### config.mk
export PLATFORM = sky130hd
export DESIGN_NAME = tun_cell
export DESIGN_NICKNAME = d
export VERILOG_FILES = /design/src/hdl/tun_pkg.sv /design/src/hdl/tun_cell.sv
export SDC_FILE = /design/constraint.sdc
export NUM_CORES = 2
export LEC_CHECK = 0
export BUFFER_PORTS_ARGS = -buffer_cell sky130_fd_sc_hd__buf_2
export CORE_AREA = 4 4 572 574
export CTS_BUF_LIST = sky130_fd_sc_hd__clkbuf_8
export CTS_CLUSTER_DIAMETER = 30
export DETAILED_ROUTE_END_ITERATION = 16
export DIE_AREA = 0 0 576 578
export PLACE_DENSITY = 0.32
export SYNTH_ARGS = -nofsm -noshare
export SYNTH_HDL_FRONTEND = slang
export SYNTH_SLANG_ARGS = --single-unit
### constraint.sdc
create_clock -name clk_i -period 0.8 [get_ports clk_i]
set_clock_uncertainty 0.05 [all_clocks]
set_input_delay 0.16 -clock clk_i [delete_from_list [all_inputs] [get_ports clk_i]]
set_output_delay 0.16 -clock clk_i [all_outputs]
set_load 0.05 [all_outputs]
### src/hdl/tun_pkg.sv
package tun_pkg;

  // Control that travels with each transaction down the pipeline
  typedef struct packed {
    logic valid;
    logic degen;
  } tun_ctl_t;

  // Vector lanes: x, y, z
  localparam int unsigned NumLanes = 3;

endpackage

### src/hdl/tun_cell.sv
module tun_cell import tun_pkg::*; #(
  parameter int unsigned RW  = 104,
  parameter int unsigned SW  = 70,
  parameter int unsigned QW  = 15,
  parameter int unsigned BIT = 0
) (
  input  logic                 clk_i,
  input  logic                 rst_ni,
  input  tun_ctl_t             ctl_i,
  input  logic        [SW-1:0] s_i,
  input  logic signed [RW-1:0] r_i [NumLanes],
  input  logic signed [RW-1:0] p_i [NumLanes],
  input  logic        [QW-1:0] q_i [NumLanes],
  input  logic                 neg_i [NumLanes],
  output tun_ctl_t             ctl_o,
  output logic        [SW-1:0] s_o,
  output logic signed [RW-1:0] r_o [NumLanes],
  output logic signed [RW-1:0] p_o [NumLanes],
  output logic        [QW-1:0] q_o [NumLanes],
  output logic                 neg_o [NumLanes]
);

  logic signed [RW-1:0] s_ext;
  logic signed [RW-1:0] cand [NumLanes];

  // Trial of one quotient bit: residual minus the growth of (2q-1)^2 * s
  always_comb begin
    s_ext = $signed(RW'(s_i));
    for (int l = 0; l < NumLanes; l++) begin
      cand[l] = r_i[l] - (p_i[l] <<< (BIT + 2)) - (s_ext <<< (2 * BIT + 2));
    end
  end

  always_ff @(posedge clk_i or negedge rst_ni) begin
    if (!rst_ni) begin
      ctl_o <= '0;
    end else begin
      ctl_o <= ctl_i;
    end
  end

  // Keep the bit when the residual stays non-negative
  always_ff @(posedge clk_i) begin
    s_o <= s_i;
    for (int l = 0; l < NumLanes; l++) begin
      neg_o[l] <= neg_i[l];
      if (!cand[l][RW-1]) begin
        r_o[l] <= cand[l];
        p_o[l] <= p_i[l] + (s_ext <<< (BIT + 1));
        q_o[l] <= q_i[l] | (QW'(1) << BIT);
      end else begin
        r_o[l] <= r_i[l];
        p_o[l] <= p_i[l];
        q_o[l] <= q_i[l];
      end
    end
  end

endmodule
* Word-level counts from Yosys, hierarchy flattened *
Cells that the tools add are included.

cells by class
  add/subtract/negate cells = 9
  mux-type cells = 6

operators with widths
  operator                        count
  adder 104 x 72 -> 104 bit       3
  two-way mux 104 bit             3
  subtractor 104 bit              3
  subtractor 104 x 73 -> 104 bit  3
  two-way mux 103 bit             3

storage, ports and cells
  register bits = 744
  input port bits = 746
  output and inout port bits = 744
  word-level logic and storage cells = 36

* Logic depth before layout (Yosys ltp) *
  word-level depth = 3
  gate-level depth with buffers = 21
  depth with buffers taken out = 16

* Worst setup path after synthesis *
No wires, ideal clock.

  path kind = input to register
  start point = input s_i[1]
  end point = register p_o[105] (netlist name)
  setup time = 0.121 ns
  arrival = 4.126 ns
  data required time = 0.629 ns
  path slack = -3.497 ns
  cell stages on the path = 16
  buffers on the path = 3
  path through = inv_1 fa_1 ha_1 o211ai_1 a21boi_0 o41ai_1 a211oi_1 o311ai_0 a21o_1 a21oi_1 mux2i_1 nor2_1 buf_2 buf_2 buf_2 mux2_2

between the ends
  word-level cells in the longest chain between the ends = 2

ends and longest elaborated chain
  item                            RTL line        text
  start: declaration              tun_cell.sv:10  input logic [SW-1:0] s_i,
  subtractor 104 x 73 -> 104 bit  tun_cell.sv:30  cand[l] = r_i[l] - (p_i[l] <<< (BIT + 2)) - (s_ext <<< (2 * BIT + 2));
  two-way mux 104 bit             tun_cell.sv:47  if (!cand[l][RW-1]) begin
  end signal: indexed assignment  tun_cell.sv:49  p_o[l] <= p_i[l] + (s_ext <<< (BIT + 1));
  end signal: indexed assignment  tun_cell.sv:53  p_o[l] <= p_i[l];
  end: declaration                tun_cell.sv:18  output logic signed [RW-1:0] p_o [NumLanes],

No other way between the ends.
A chain may end at the register's enable or synchronous reset.

* Worst setup path in the final report *
  start point = input s_i[1]
  end point = register p_o[203] (netlist name)

between the ends
  word-level cells in the longest chain between the ends = 2

ends and longest elaborated chain
  item                                                                                RTL line
  adder 104 x 72 -> 104 bit / subtractor 104 x 73 -> 104 bit (equally long branches)  tun_cell.sv:49, tun_cell.sv:30
  two-way mux 104 bit (*)                                                             tun_cell.sv:47

Every way passes the cells marked *; elsewhere a longest branch is shown, timed or not.

==> metrics.yaml <==
status:
  outcome: "finished with violations"
  violations: "negative hold slack, negative setup slack"
logic_synthesis:
  synth_cells: 7786
  yosys_warnings: 0
  synth_top_family_by_area: "compound AO/OA/AOI/OAI gates"
  muxShareOfSynthArea: 0.00454
  ys_ff_latch: 744
  synth_area_per_cell_um2: 7.82
  syn_nets: 9357
  synth_xor_area_frac: 0.0850
  yosys.cell_types.count: 97
  netlist_area_um2: 60900
  synthArstFlopShare: 0.00269
  synth_ff_type: "dfxtp_1"
  synth_compound_area_frac: 0.240
  yosys.area_share.simple: 0.160
  synthAdderAreaFrac: 0.196
  ys_seq_area_frac: 0.245
  synth_edf_count: 0
layout:
  register_area_um2: 14900
  fillers: 33700
  num-nets-final: 14900
  final_util: 0.387
  multi_input_area_um2: 44500
  syn2layout_area_growth_pct: 105
  drive_above_1_share: 0.413
run:
  max_cap_violations: 0
hold_path:
  min-delay-start: "p_i[104]"
  hold_path_class: "in2reg"
pwr:
  power_frac_comb: 0.606
  p_clk_frac: 0.222
  p_sw_frac: 0.446
  power.leakage_uw: 0.0607
  p_per_area_nw_per_um2: 2670
  p_int_uw: 184000
  seq_power_share: 0.173
  p_sw_uw: 149000
  peakVddDrop_mv: 1.94
timing:
  worst_slack_ns: -2.90
  slew_violations: 0
  rsz0062_at_grt: "yes"
  min_period_ns: 3.70
  setup_viol: 1370
  finalSetupTns_ns: -2408.78
  worstMarginPinSlew_ns: 0.959
  fmax_mhz: 270
  hold_violations: 217
  hold_slack_ns: -0.793
  period_share: 4.62
  slew_headroom: 0.360
place:
  portBuffers: 1489
  dp_slack_ns: -4.61
  place_hpwl_um: 393000
  place_congestion: 0.962
cts:
  clkTransAtPathRegs_ns: 0.05
  cts_made_buffers: 291
  cts_num_sinks: 744
  ctsRootBufferMaster: "clkbuf_8"
  clk_path_buf_depth: 4
  cts_max_level: 5
  cts_tree: "built"
global_routing:
  grt_pass1_vias: 83900
  grt_max_degree: 73
  grt-ovfl-total: 0
  grt_pass1_wl_um: 621000
  antenna_found_initial: 223
  grtUsageTotal: 0.262
worst_setup_path:
  startpoint: "s_i[1]"
  cp.arrival_ns: 4.54
  worstSetupPathType: "in2reg"
  cp_max_fo: 19
  crit_end: "p_o[203]"
  startpoint_type: "primary input"
  cp.required_ns: 1.64
  endpoint_kind: "register"
route:
  first_iter_violations: 4295
  drcViolationCount: 0
  drt-total-wl_um: 459000
  ant_nets: 0
  vias: 80100
  drt_first_pass_iters: 8
  viasPerCell: 4.45
  wl_per_cell_um: 25.5
die:
  row_count: 209
  ios: 1490
  die_w_um: 576
  initial_core_util: 0.189
  floorplan.die_area_um2: 333000
  die_h_um: 578
  core_um2: 323000
-- critical path, stage by stage --
cell and delay, ns:
buf_12 0.09, clkinvlp_4 0.11, buf_4 0.15, buf_6 0.11, fa_1 0.49, buf_6 0.14
ha_4 0.25, o211ai_1 0.12, a21boi_2 0.18, buf_6 0.14, o41ai_4 0.07, buf_4 0.16
a211oi_4 0.36, o311ai_1 0.16, buf_4 0.19, a21o_4 0.23, a21oi_4 0.17, mux2i_4 0.29
nor2_4 0.06, buf_6 0.14, buf_12 0.15, nor2_4 0.15, buf_12 0.16, nand4_1 0.12
xnor2_1 0.15
-- flip-flops by register name, indices dropped and copies added (netlist names) --
name,cells
ctl_o,2
s_o,70
q_o,45
r_o,312
neg_o,3
p_o,312
-- stage by stage --
step / area [um2] / power (uW) / hold WS, ns / instances
floorplan: 61900 / 138000 / -0.186 / 7786
global placement: 104000 / 248000 / -0.103 / 16300
detailed placement: 104000 / 247000 / -0.0991 / 16300
CTS: 122000 / 334000 / -0.937 / 17800
global route: 125000 / 349000 / -0.884 / 18000
finish: 125000 / 333000 / -0.793 / 18000
-- how the worst min path moves through the flow --
stage	to	depth (start not counted)
after floorplan	ctl_o[0]	0
after global placement	ctl_o[1]	1
after detailed placement	ctl_o[1]	1
after CTS	p_o[104]	1
after global routing	p_o[104]	1
final	p_o[104]	1
-- layout by cell type (no fill, tap or decap), drive strengths merged, types with 94 or more instances in the layout --
cell / netlist / routed
buf: 80 / 4653
dlygate4sd3: 0 / 987
nand2: 959 / 959
o21ai: 813 / 813
inv: 718 / 775
dfxtp: 742 / 742
a21oi: 668 / 668
ha: 612 / 612
clkbuf: 300 / 380
nor2: 369 / 369
a21o: 344 / 344
xnor2: 332 / 332
xor2: 259 / 259
fa: 213 / 213
nand4: 208 / 208
nand3: 141 / 141
o21bai: 126 / 126
nor3: 106 / 106
diode: 0 / 94
-- repair_timing --
item / CTS / global route
buffers inserted: 75 / 26
endpoints found under the setup margin: 1368 / 1368
cloned: 14 / 7
hold endpoints to repair: 746 / 359
hold buffers: 860 / 141
resized for setup: 382 / 237
pin swaps: 114 / 121
-- per-layer routing --
metal  vias to the layer above  track usage  part of all wire
met4                        86        0.113             0.049
met2                      2497        0.438              0.46
met1                     38200        0.321              0.42
met3                       790       0.0598             0.063
met5                         -            0            0.0013
li1                      38500            -                 -
-- logic make-up after synthesis --
logic type | count (synthesis)
buffers and inverters | 1098
DFF | 744
adders and majority gates | 825
muxes | 25
and+or+nand+nor | 2112
AOI/OAI and AO/OA | 2391
xor gates and xnor gates | 591
-- Yosys cell counts, drive strengths merged, types with 32 or more instances --
cell type,count,area share
or3,32,0.0033
nand3,141,0.012
nor2,369,0.023
buf,80,0.0070
a31oi,71,0.0073
o21bai,126,0.016
nor3,106,0.0090
ha,612,0.13
and2,35,0.0036
xnor2,332,0.048
o211ai,41,0.0052
o31ai,36,0.0050
nand4,208,0.021
nand2b,40,0.0041
nand2,959,0.059
and3,76,0.0078
nor2b,38,0.0039
a21o,344,0.042
a21oi,668,0.055
clkbuf,300,0.018
o21a,45,0.0055
o21ai,813,0.067
a211oi,37,0.0050
inv,718,0.044
xor2,259,0.037
fa,213,0.070
dfxtp,742,0.24
-- power groups by stage --
| stage | Clock (uW) | Combinational [uW] | Sequential, uW |
|---|---|---|---|
| floorplan | 0 | 49200 | 89000 |
| global placement | 0 | 189000 | 58400 |
| detailed placement | 0 | 189000 | 58300 |
| CTS | 76500 | 199000 | 57900 |
| global route | 78500 | 212000 | 58300 |
| finish | 73800 | 202000 | 57500 |
-- cell type report --
type,instances,share of cell area
Antenna cell,94,0.00188
Multi-Input combinational cell,5944,0.356
Inverter,718,0.0220
Clock buffer,373,0.0411
Sequential cell,744,0.119
Clock inverter,161,0.0101
Tap cell,4325,0.0433
Timing Repair Buffer,5657,0.406
(Power assumes the default switching activity.)
